==> src/sv/sqe_pkg.sv <==
// Shared command and status codes for the stack and queue engine.
package sqe_pkg;

  localparam int WORD_W = 32;

  typedef enum logic [2:0] {
    CMD_PUSH  = 3'd0,
    CMD_POP   = 3'd1,
    CMD_PEEK  = 3'd2,
    CMD_SWAP  = 3'd3,
    CMD_PRINT = 3'd4
  } cmd_t;

  typedef enum logic [1:0] {
    ST_OK    = 2'd0,
    ST_EMPTY = 2'd1,
    ST_SHORT = 2'd2,
    ST_FULL  = 2'd3
  } status_t;

endpackage

==> src/sv/sqe_ram.sv <==
// Word storage: one write port, one read port with registered read data.
module sqe_ram #(
  parameter int DEPTH = 32,
  parameter int AW    = 5
) (
  input  logic                      clk,
  input  logic                      we,
  input  logic [AW-1:0]             waddr,
  input  logic [sqe_pkg::WORD_W-1:0] wdata,
  input  logic                      re,
  input  logic [AW-1:0]             raddr,
  output logic [sqe_pkg::WORD_W-1:0] rdata
);

  logic [sqe_pkg::WORD_W-1:0] mem [DEPTH];

  always_ff @(posedge clk) begin
    if (we) begin
      mem[waddr] <= wdata;
    end
  end

  always_ff @(posedge clk) begin
    if (re) begin
      rdata <= mem[raddr];
    end
  end

endmodule

==> src/sv/stack_queue_engine.sv <==
// Stack and queue engine top level: command sequencer around a word memory.
// Push, pop, peek and unknown commands: result registered from the exec state once the output is free.
// Swap: exec, swap A and swap B states (two reads, two write-backs on one port); result registered in swap B.
// Print all: top entry first, one result per cycle from the read port while the output is not stalled.
// The next word is accepted once the final result of the current one is registered.
// Synchronous rst clears count, bottom index, mode and control; the memory is not cleared.
module stack_queue_engine #(
  parameter int DEPTH = 32
) (
  input  logic               clk,
  input  logic               rst,
  input  logic               cfg_valid,
  output logic               cfg_ready,
  input  logic               queue_mode,
  input  logic               in_valid,
  output logic               in_stall,
  input  logic [2:0]         command,
  input  logic signed [31:0] value,
  output logic               out_valid,
  input  logic               out_stall,
  output logic signed [31:0] data,
  output logic [1:0]         status,
  output logic               last
);

  localparam int AW = $clog2(DEPTH);
  localparam int CW = $clog2(DEPTH + 1);
  localparam logic [AW:0] DEPTH_W = (AW + 1)'(DEPTH);

  typedef enum logic [4:0] {
    S_IDLE   = 5'b00001,
    S_EXEC   = 5'b00010,
    S_SWAP_A = 5'b00100,
    S_SWAP_B = 5'b01000,
    S_PRINT  = 5'b10000
  } state_t;

  function automatic logic [AW-1:0] slot(input logic [AW-1:0] base,
                                         input logic [AW-1:0] off);
    logic [AW:0] sum;
    sum = {1'b0, base} + {1'b0, off};
    if (sum >= DEPTH_W) begin
      sum = sum - DEPTH_W;
    end
    return sum[AW-1:0];
  endfunction

  state_t state, state_next;
  logic              mode;
  logic [CW-1:0]     count;
  logic [AW-1:0]     bottom;
  logic [2:0]        cmd_q;
  logic [31:0]       val_q;
  logic [31:0]       tmp;
  logic [AW-1:0]     pidx;

  logic [CW-1:0]     cnt_m1, cnt_m2;
  logic [AW-1:0]     top_addr, below_addr, prev_addr, bdec, push_addr;
  logic              empty, full, short_n;
  logic              in_fire, out_free;

  logic              rd_en, wr_en;
  logic [AW-1:0]     rd_addr, wr_addr;
  logic [31:0]       wr_data, rd_data;

  logic              emit, e_last;
  logic [31:0]       e_data;
  sqe_pkg::status_t  e_status;

  sqe_ram #(.DEPTH(DEPTH), .AW(AW)) u_ram (
    .clk   (clk),
    .we    (wr_en),
    .waddr (wr_addr),
    .wdata (wr_data),
    .re    (rd_en),
    .raddr (rd_addr),
    .rdata (rd_data)
  );

  assign in_stall  = (state != S_IDLE);
  assign cfg_ready = (state == S_IDLE);
  assign in_fire   = in_valid && !in_stall;
  assign out_free  = !out_valid || !out_stall;

  always_comb begin
    cnt_m1     = count - CW'(1);
    cnt_m2     = count - CW'(2);
    empty      = (count == '0);
    full       = (count == CW'(DEPTH));
    short_n    = (count < CW'(2));
    top_addr   = slot(bottom, cnt_m1[AW-1:0]);
    below_addr = slot(bottom, cnt_m2[AW-1:0]);
    prev_addr  = slot(bottom, pidx - AW'(1));
    bdec       = (bottom == '0) ? AW'(DEPTH - 1) : bottom - AW'(1);
    push_addr  = (mode && !empty) ? bdec : slot(bottom, count[AW-1:0]);
  end

  always_comb begin
    state_next = state;
    emit       = 1'b0;
    e_data     = '0;
    e_status   = sqe_pkg::ST_OK;
    e_last     = 1'b1;
    rd_en      = 1'b0;
    rd_addr    = top_addr;
    wr_en      = 1'b0;
    wr_addr    = push_addr;
    wr_data    = val_q;
    case (state)
      S_IDLE: begin
        if (in_fire) begin
          rd_en      = 1'b1;
          state_next = S_EXEC;
        end
      end
      S_EXEC: begin
        case (cmd_q)
          sqe_pkg::CMD_PUSH: begin
            emit     = 1'b1;
            e_status = full ? sqe_pkg::ST_FULL : sqe_pkg::ST_OK;
            wr_en    = out_free && !full;
          end
          sqe_pkg::CMD_POP: begin
            emit     = 1'b1;
            e_status = empty ? sqe_pkg::ST_EMPTY : sqe_pkg::ST_OK;
          end
          sqe_pkg::CMD_PEEK: begin
            emit     = 1'b1;
            e_status = empty ? sqe_pkg::ST_EMPTY : sqe_pkg::ST_OK;
            e_data   = empty ? '0 : rd_data;
          end
          sqe_pkg::CMD_SWAP: begin
            if (short_n) begin
              emit     = 1'b1;
              e_status = sqe_pkg::ST_SHORT;
            end else begin
              rd_en      = 1'b1;
              rd_addr    = below_addr;
              state_next = S_SWAP_A;
            end
          end
          sqe_pkg::CMD_PRINT: begin
            if (empty) begin
              emit     = 1'b1;
              e_status = sqe_pkg::ST_EMPTY;
            end else begin
              state_next = S_PRINT;
            end
          end
          default: begin
            emit = 1'b1;
          end
        endcase
        if (emit && out_free) begin
          state_next = S_IDLE;
        end
      end
      S_SWAP_A: begin
        wr_en      = 1'b1;
        wr_addr    = top_addr;
        wr_data    = rd_data;
        state_next = S_SWAP_B;
      end
      S_SWAP_B: begin
        wr_en   = 1'b1;
        wr_addr = below_addr;
        wr_data = tmp;
        emit    = 1'b1;
        if (out_free) begin
          state_next = S_IDLE;
        end
      end
      S_PRINT: begin
        emit   = 1'b1;
        e_data = rd_data;
        e_last = (pidx == '0);
        if (out_free) begin
          if (pidx == '0) begin
            state_next = S_IDLE;
          end else begin
            rd_en   = 1'b1;
            rd_addr = prev_addr;
          end
        end
      end
      default: begin
        state_next = S_IDLE;
      end
    endcase
  end

  always_ff @(posedge clk) begin
    if (rst) begin
      state     <= S_IDLE;
      mode      <= 1'b0;
      count     <= '0;
      bottom    <= '0;
      out_valid <= 1'b0;
    end else begin
      state <= state_next;
      if (cfg_valid && cfg_ready) begin
        mode <= queue_mode;
      end
      if (state == S_EXEC && out_free) begin
        if (cmd_q == sqe_pkg::CMD_PUSH && !full) begin
          count <= count + CW'(1);
          if (mode && !empty) begin
            bottom <= bdec;
          end
        end else if (cmd_q == sqe_pkg::CMD_POP && !empty) begin
          count <= cnt_m1;
        end
      end
      if (emit && out_free) begin
        out_valid <= 1'b1;
      end else if (!out_stall) begin
        out_valid <= 1'b0;
      end
    end
  end

  always_ff @(posedge clk) begin
    if (in_fire) begin
      cmd_q <= command;
      val_q <= value;
    end
    if (state == S_EXEC) begin
      tmp  <= rd_data;
      pidx <= cnt_m1[AW-1:0];
    end else if (state == S_PRINT && out_free && pidx != '0) begin
      pidx <= pidx - AW'(1);
    end
    if (emit && out_free) begin
      data   <= e_data;
      status <= e_status;
      last   <= e_last;
    end
  end

  a_count_bound: assert property (@(posedge clk) disable iff (rst)
    count <= CW'(DEPTH))
    else $error("entry count exceeds depth");

  a_print_index: assert property (@(posedge clk) disable iff (rst)
    state == S_PRINT |-> CW'(pidx) < count)
    else $error("print index outside stored entries");

  a_idle_no_write: assert property (@(posedge clk) disable iff (rst)
    state == S_IDLE |-> !wr_en)
    else $error("memory write while idle");

  a_swap_order: assert property (@(posedge clk) disable iff (rst)
    state == S_SWAP_A |=> state == S_SWAP_B)
    else $error("swap write-back sequence broken");

endmodule

==> config.mk <==
export PLATFORM = sky130hd
export DESIGN_NAME = stack_queue_engine
export DESIGN_NICKNAME = d
export VERILOG_FILES = /design/src/sv/sqe_pkg.sv /design/src/sv/sqe_ram.sv /design/src/sv/stack_queue_engine.sv
export SDC_FILE = /design/constraint.sdc
export NUM_CORES = 1
export LEC_CHECK = 0
export BUFFER_PORTS_ARGS = -buffer_cell sky130_fd_sc_hd__buf_4
export CAP_MARGIN = 15
export CORE_MARGIN = 8
export CORE_UTILIZATION = 50
export CTS_BUF_LIST = sky130_fd_sc_hd__clkbuf_16
export DETAILED_ROUTE_END_ITERATION = 8
export PLACE_DENSITY = 0.69
export SETUP_SLACK_MARGIN = 0.3
export SLEW_MARGIN = 20
export SYNTH_ARGS = -nofsm -noshare
export SYNTH_HDL_FRONTEND = slang
export SYNTH_SLANG_ARGS = --single-unit
==> constraint.sdc <==
create_clock -name clk -period 11.5 [get_ports clk]
set_input_delay 2.3 -clock clk [delete_from_list [all_inputs] [get_ports clk]]
set_output_delay 2.3 -clock clk [all_outputs]
set_load 0.01 [all_outputs]
==> impl_metrics.py, run 1 <==
metrics = {
    "logic_synthesis": {
        "post-synth-top-area-fraction": 0.738,
        "synth_edf_count": 1163,
        "ys.flop_type": "edfxtp_1",
        "syn_area_um2": 47300,
        "synth_compound_area_frac": 0.113,
        "synth_top_family_by_area": "compound AO/OA/AOI/OAI gates",
        "synthArstFlopShare": 0,
        "synth.largest_area_cell": "edfxtp_1",
        "synth_area_leaders": "edfxtp_1, nand2_1, a21oi_1",
        "syn_area_per_cell_um2": 14.8,
        "ys_seq_elements": 1181,
        "synth_warnings": 0,
        "synth_fa_ha_area_frac": 0.00751,
        "muxShareOfSynthArea": 0.0225,
        "yosysSeqAreaShare": 0.746,
        "synth_cells": 3198,
        "syn_nets": 3265,
        "synth_xor_area_frac": 0.00585,
        "synth-simple-area-share": 0.0830,
        "synth_cell_types": 75,
    },
    "place": {
        "numPortBuffers": 78,
        "post-dp-hpwl_um": 67600,
        "gp_congestion": 0.871,
        "post-place-cells": 4397,
    },
    "clock_network": {
        "clock_latency_ns": 0.70,
        "cts_root_buffer": "clkbuf_16",
        "cts_sinks": 1181,
        "cts_resized": 0,
        "cts_tree": "done",
        "clock_path_buffers": 3,
        "hold_buffers": 0,
        "clkTransAtPathRegs_ns": 0.06,
        "htreeDepth": 3,
        "postCtsSetupBuffers": 0,
        "cts_inserted_buffers": 112,
    },
    "final_layout": {
        "syn_to_final_growth_pct": 12.1,
        "fin_cells": 4605,
        "nets": 3314,
        "drive_gt1_frac": 0.125,
        "nFillCells": 7206,
        "ff_latch_area_um2": 35300,
        "n_antenna_cell": 0,
        "multi_input_area_um2": 11300,
    },
    "grt": {
        "overflow": 0,
        "antenna_found_initial": 1,
        "grt_busiest_layer": "met2",
        "grt_max_degree": 172,
        "grt_use_total": 0.236,
        "grtUsageMet3": 0.0510,
        "met2_usage": 0.365,
        "gr-usage-met1": 0.324,
        "grt_pass1_vias": 27341,
        "grt_first_pass_wirelength_um": 182000,
    },
    "min_path": {
        "hold_path_end": "tmp[24]",
        "hold_class": "register to register",
        "hp-start": "u_ram.rdata[24]",
        "whs_path_depth": 0,
    },
    "sta": {
        "period_needed_ns": 5.73,
        "fmax_mhz": 175,
        "worst_slew_pin_slew_ns": 1.07,
        "hold_ws_ns": 0.488,
        "rsz0062_at_grt": "no",
        "fin_crit_sh": 0.498,
        "fin_worst_skew_ns": 0.0297,
        "setup_viol": 0,
        "relSlewSlack": 0.283,
        "finalMaxSlewViolations": 0,
        "finalSetupTns_ns": 0,
        "hold_viol": 0,
    },
    "worst_setup_path": {
        "r2r-end": "u_ram.mem[23][29]",
        "reg2regPathDepth": 11,
        "worstReg2RegStart": "count[1]",
        "cp.required_ns": 11.93,
        "crit_type": "input port to register",
        "r2r_slack_ns": 6.13,
        "cp_max_fo": 61,
        "cp.arrival_ns": 6.16,
        "crit_path_start": "out_stall",
        "crit_path_end_kind": "register",
        "start_kind": "input port",
    },
    "floorplan": {
        "dieWidth_um": 324,
        "die_h_um": 324,
        "start_util": 0.501,
        "dieArea_um2": 105000,
        "rows": 113,
        "core-area_um2": 94300,
        "num_io_pins": 79,
    },
    "run": {
        "cap_viol_max_count": 0,
    },
    "drt": {
        "wl_um": 126000,
        "avgRoutedWirePerCell_um": 27.3,
        "drt_iter0_markers": 3978,
        "first_pass_iters": 6,
        "viasPerCell": 6.18,
        "ant_nets": 0,
        "vias": 28481,
        "drc": 0,
    },
    "status": {
        "run_status": "complete, no violations",
    },
    "power_and_ir_drop": {
        "total_power_w": 0.00892,
        "irDropWorstVdd_uv": 125,
        "leakage_nw": 17.8,
        "p_per_area_nw_per_um2": 168,
    },
}
==> where the power goes <==
group | switching [W] | internal, W | total (W)
clock | 0.00157 | 0.00204 | 0.00361
sequential | 0.0000429 | 0.00484 | 0.00489
combinational | 0.000304 | 0.000122 | 0.000426
==> worst max-delay path by stage <==
stage | end | slack [ns] | depth (start not counted)
floorplan | u_ram.mem[2][0] | 5.88 | 5
global placement | u_ram.rdata[31] | 5.37 | 11
detailed placement | u_ram.rdata[0] | 5.30 | 11
CTS | u_ram.rdata[28] | 6.01 | 11
global route | u_ram.rdata[29] | 5.72 | 11
finish | u_ram.rdata[22] | 5.77 | 11
==> metal layers <==
layer  wire [µm]  up-vias
met1       49100    14217
met4        5410        0
li1            -    12429
met3       13500      289
met2       57700     1546
met5           0        -
==> synth_stat cells (3+ instances only) <==
| cell type | instances |
|---|---|
| a211oi_1 | 66 |
| a21o_1 | 6 |
| a21oi_1 | 338 |
| a22o_1 | 162 |
| a22oi_1 | 99 |
| a311o_1 | 31 |
| a311oi_1 | 4 |
| a31oi_1 | 3 |
| and2_1 | 37 |
| and3_1 | 38 |
| and4_1 | 31 |
| buf_1 | 21 |
| buf_2 | 54 |
| buf_4 | 10 |
| buf_6 | 7 |
| clkbuf_1 | 120 |
| dfxtp_1 | 18 |
| edfxtp_1 | 1163 |
| fa_1 | 4 |
| ha_1 | 22 |
| inv_1 | 17 |
| mux2_2 | 3 |
| mux2i_1 | 33 |
| mux4_2 | 31 |
| nand2_1 | 578 |
| nand2b_1 | 6 |
| nand3_1 | 71 |
| nor2_1 | 70 |
| nor2b_1 | 4 |
| nor3_1 | 15 |
| nor3b_1 | 7 |
| o211ai_1 | 35 |
| o21a_1 | 5 |
| o21ai_0 | 11 |
| o22ai_1 | 3 |
| xnor2_1 | 15 |
| xor2_1 | 14 |
==> metrics by stage <==
step	worst slack [ns]	area [µm²]	utilization
floorplan	5.88	47300	-
global placement	5.37	49400	0.524
detailed placement	5.30	49400	0.524
CTS	6.01	53000	0.562
global route	5.72	53000	0.562
finish	5.77	53000	0.562
==> worst max-delay path, stage by stage <==
cell and delay, ns:
buf_4 0.11, nand2_1 0.16, nand4_1 0.25, nand3_2 0.13, buf_4 0.43, nand2_8 0.40
buf_4 0.49, nor3_4 0.74, buf_4 0.56, a22oi_1 0.17, and4_1 0.21
==> cell families (layout without fill, tap and decap cells) <==
logic type	Yosys count	count (layout)
buffers and inverters	230	372
and+or+nand+nor	881	881
xor gates and xnor gates	30	30
muxes	67	67
AOI/OAI and AO/OA	783	783
adders and majority gates	26	26
DFF	1181	1181
==> placed cells by master, fill, tap and decap left out, types with 4 or more instances in the layout <==
master      synthesis  final
nor2_1             70     40
nand2_1           578    572
bufinv_16           0     12
buf_12              1      5
mux4_2             31     31
nor2_4              1     31
edfxtp_1         1163   1163
and2_1             37     34
dfxtp_1            18     18
nand2_2             1      6
buf_4              10    143
ha_1               22     22
a311o_1            31     31
clkinv_2            0     27
nand2b_1            6      5
nor3_1             15     10
a21oi_1           338    338
o21ai_0            11     11
inv_6               0      4
clkinv_1            0     25
xor2_1             14     14
and4_1             31     31
nor2b_1             4      4
a22oi_1            99     99
a21o_1              6      6
a211oi_1           66     66
clkbuf_16           0    112
nor3b_1             7      4
inv_1              17     35
nand3_1            71     69
o21a_1              5      5
mux2i_1            33     33
nor3_2              1      5
xnor2_1            15     15
o211ai_1           35     35
a311oi_1            4      4
and3_1             38     36
fa_1                4      4
clkinvlp_4          0      4
a22o_1            162    162
==> flip-flops by register name, indices dropped and copies added, names as in the netlist <==
register	cells
bottom	5
status	2
mode	1
out_valid	1
tmp	32
pidx	5
state	5
u_ram.mem	1024
u_ram.rdata	32
cmd_q	3
count	6
val_q	32
last	1
data	32
==> area by class of cell <==
class	count	share of cell area
repair buffers	148	0.0221
well taps	1265	0.0299
clock buffers	112	0.0529
inverters	17	0.00120
multi-input cells	1787	0.213
clock inverters	95	0.0149
flip-flops and latches	1181	0.666
(Power assumes the default switching activity.)
==> inputs of run 2 (changes only) <==
==> constraint.sdc (replaced) <==
create_clock -name clk -period 5.66 [get_ports clk]
set_input_delay 1.132 -clock clk [delete_from_list [all_inputs] [get_ports clk]]
set_output_delay 1.132 -clock clk [all_outputs]
set_load 0.01 [all_outputs]
==> impl_metrics.py, run 2 (synthesis gave the netlist of run 1 again) <==
metrics = {
    "place": {
        "numPortBuffers": 78,
        "post-dp-hpwl_um": 70400,
        "gp_congestion": 0.842,
    },
    "final_layout": {
        "largest_register_ffs": 1024,
        "drive_gt1_frac": 0.130,
        "syn_to_final_growth_pct": 13.3,
        "top_register": "u_ram.mem",
        "final_common_cell": "edfxtp_1",
        "nets": 3344,
        "layout_common_cells": "edfxtp_1, nand2_1, a21oi_1, a22o_1, buf_4",
    },
    "worst_setup_path": {
        "crit_path_end_kind": "register",
        "cp_cell_sequence": "inv_1 > ha_1 > or4b_1 > o21ai_2 > inv_1 > o31ai_1 > xnor2_1 > o21ai_1 > nand2_1 > nor2_4 > buf_4",
        "crit_type": "register to register",
        "start_kind": "register",
        "cp_max_fo": 19,
        "reg2regPathDepth": 11,
        "crit_path_max_incr_delay_ns": 0.58,
        "cp.arrival_ns": 4.98,
        "cpMostUsedCell": "inv_1",
        "worstReg2RegStart": "count[1]",
        "cp.required_ns": 6.02,
        "r2r-end": "u_ram.mem[21][12]",
        "r2r_slack_ns": 1.05,
        "cp_slowest_cell": "o21ai_1",
    },
    "floorplan": {
        "rows": 113,
        "start_util": 0.501,
        "num_io_pins": 79,
        "die_h_um": 324,
        "dieWidth_um": 324,
        "core-area_um2": 94300,
        "dieArea_um2": 105000,
    },
    "grt": {
        "grt_max_degree": 118,
        "grt_pass1_vias": 27688,
        "antenna_found_initial": 2,
        "grt_first_pass_wirelength_um": 183000,
        "overflow": 0,
        "grt_use_total": 0.235,
    },
    "clock_network": {
        "cts_tree": "done",
        "clkTransAtPathRegs_ns": 0.06,
        "cts_sinks": 1181,
        "cts_inserted_buffers": 113,
        "cts_root_buffer": "clkbuf_16",
        "clock_path_buffers": 3,
        "hold_buffers": 0,
        "postCtsSetupBuffers": 0,
        "cts_resized": 0,
        "htreeDepth": 3,
        "clock_latency_ns": 0.70,
    },
    "drt": {
        "avgRoutedWirePerCell_um": 26.9,
        "viasPerCell": 6.21,
        "ant_nets": 0,
        "drc": 0,
        "vias": 28812,
        "wl_um": 125000,
        "first_pass_iters": 6,
        "drt_iter0_markers": 3721,
    },
    "sta": {
        "fin_crit_sh": 0.815,
        "hold_viol": 0,
        "period_needed_ns": 4.61,
        "setup_viol": 0,
        "worst_slew_pin_slew_ns": 1.10,
        "hold_ws_ns": 0.482,
        "finalMaxSlewViolations": 0,
        "rsz0062_at_grt": "no",
        "fmax_mhz": 217,
        "relSlewSlack": 0.267,
        "fin_worst_skew_ns": 0.0262,
        "finalSetupTns_ns": 0,
    },
    "run": {
        "cap_viol_max_count": 0,
    },
    "min_path": {
        "hold_class": "register to register",
        "hp-start": "u_ram.rdata[24]",
        "whs_path_depth": 0,
        "hold_path_end": "tmp[24]",
    },
    "power_and_ir_drop": {
        "p_per_area_nw_per_um2": 338,
        "irDropWorstVdd_uv": 276,
        "leakage_nw": 18.0,
    },
    "status": {
        "run_status": "complete, no violations",
    },
}
run 2: cell types whose count changed in the layout (fill, tap and decap cells not counted), sizes merged, moves of 2 or more:
| cell | before | now |
|---|---|---|
| clkbuf | 112 | 114 |
| clkinv | 54 | 57 |
| bufinv | 12 | 9 |
| inv | 42 | 44 |
| buf | 148 | 177 |
run 2: critical path, delay by kind of cell (launching register included):
| kind | cells | cell delay, ns |
|---|---|---|
| AOI/OAI and AO/OA | 3 | 1.32 |
| and+or+nand+nor | 3 | 1.49 |
| buffers and inverters | 3 | 0.71 |
| xor gates and xnor gates | 1 | 0.13 |
| DFF | 1 | 0.37 |
| adders and majority gates | 1 | 0.25 |
run 2: worst max-delay path by stage:
stage | cells past startpoint | to | startpoint
CTS | 11 | u_ram.mem[21][12] | count[1]
global route | 11 | u_ram.mem[21][12] | count[1]
finish | 11 | u_ram.mem[21][12] | count[1]
global placement | 11 | u_ram.mem[21][8] | count[1]
detailed placement | 11 | u_ram.mem[21][7] | count[1]
floorplan | 10 | u_ram.mem[1][0] | count[1]
run 2: area by class of cell:
class	count	area (µm²)
antenna	1	2.50
tap	1265	1580
fill	7185	40700
clock buffer	114	2850
inverter	17	63.8
clock inverter	98	763
sequential	1181	35300
multi-input combinational	1787	11300
timing repair buffer	177	1690
run 2: layer usage:
| metal | share of wire | up-vias | wire length [µm] | track usage |
|---|---|---|---|---|
| li1 | - | 12500 | - | - |
| met1 | 0.40 | 14533 | 50500 | 0.334 |
| met4 | 0.031 | 0 | 3910 | 0.0794 |
| met2 | 0.46 | 1554 | 57300 | 0.366 |
| met3 | 0.11 | 225 | 13200 | 0.0481 |
| met5 | 0 | - | 0 | 0 |
run 2: per-stage QoR:
stage	util	total power, W	std cells	setup WS [ns]	area (µm²)
5_1_grt	0.568	0.0186	4639	0.694	53600
3_3_place_gp	0.529	0.0110	4426	1.19	49900
2_1_floorplan	-	0.0106	3198	0.608	47300
3_5_place_dp	0.529	0.0110	4426	1.15	49900
4_1_cts	0.567	0.0182	4638	1.12	53500
6_report	0.568	0.0181	4640	1.05	53600
run 2: power by group:
part           leakage, nW  switching, W  internal (W)  total [W]
logic                 5.54      0.000636      0.000260   0.000896
clock network         1.85       0.00321       0.00408    0.00729
registers             10.6     0.0000905       0.00984    0.00993
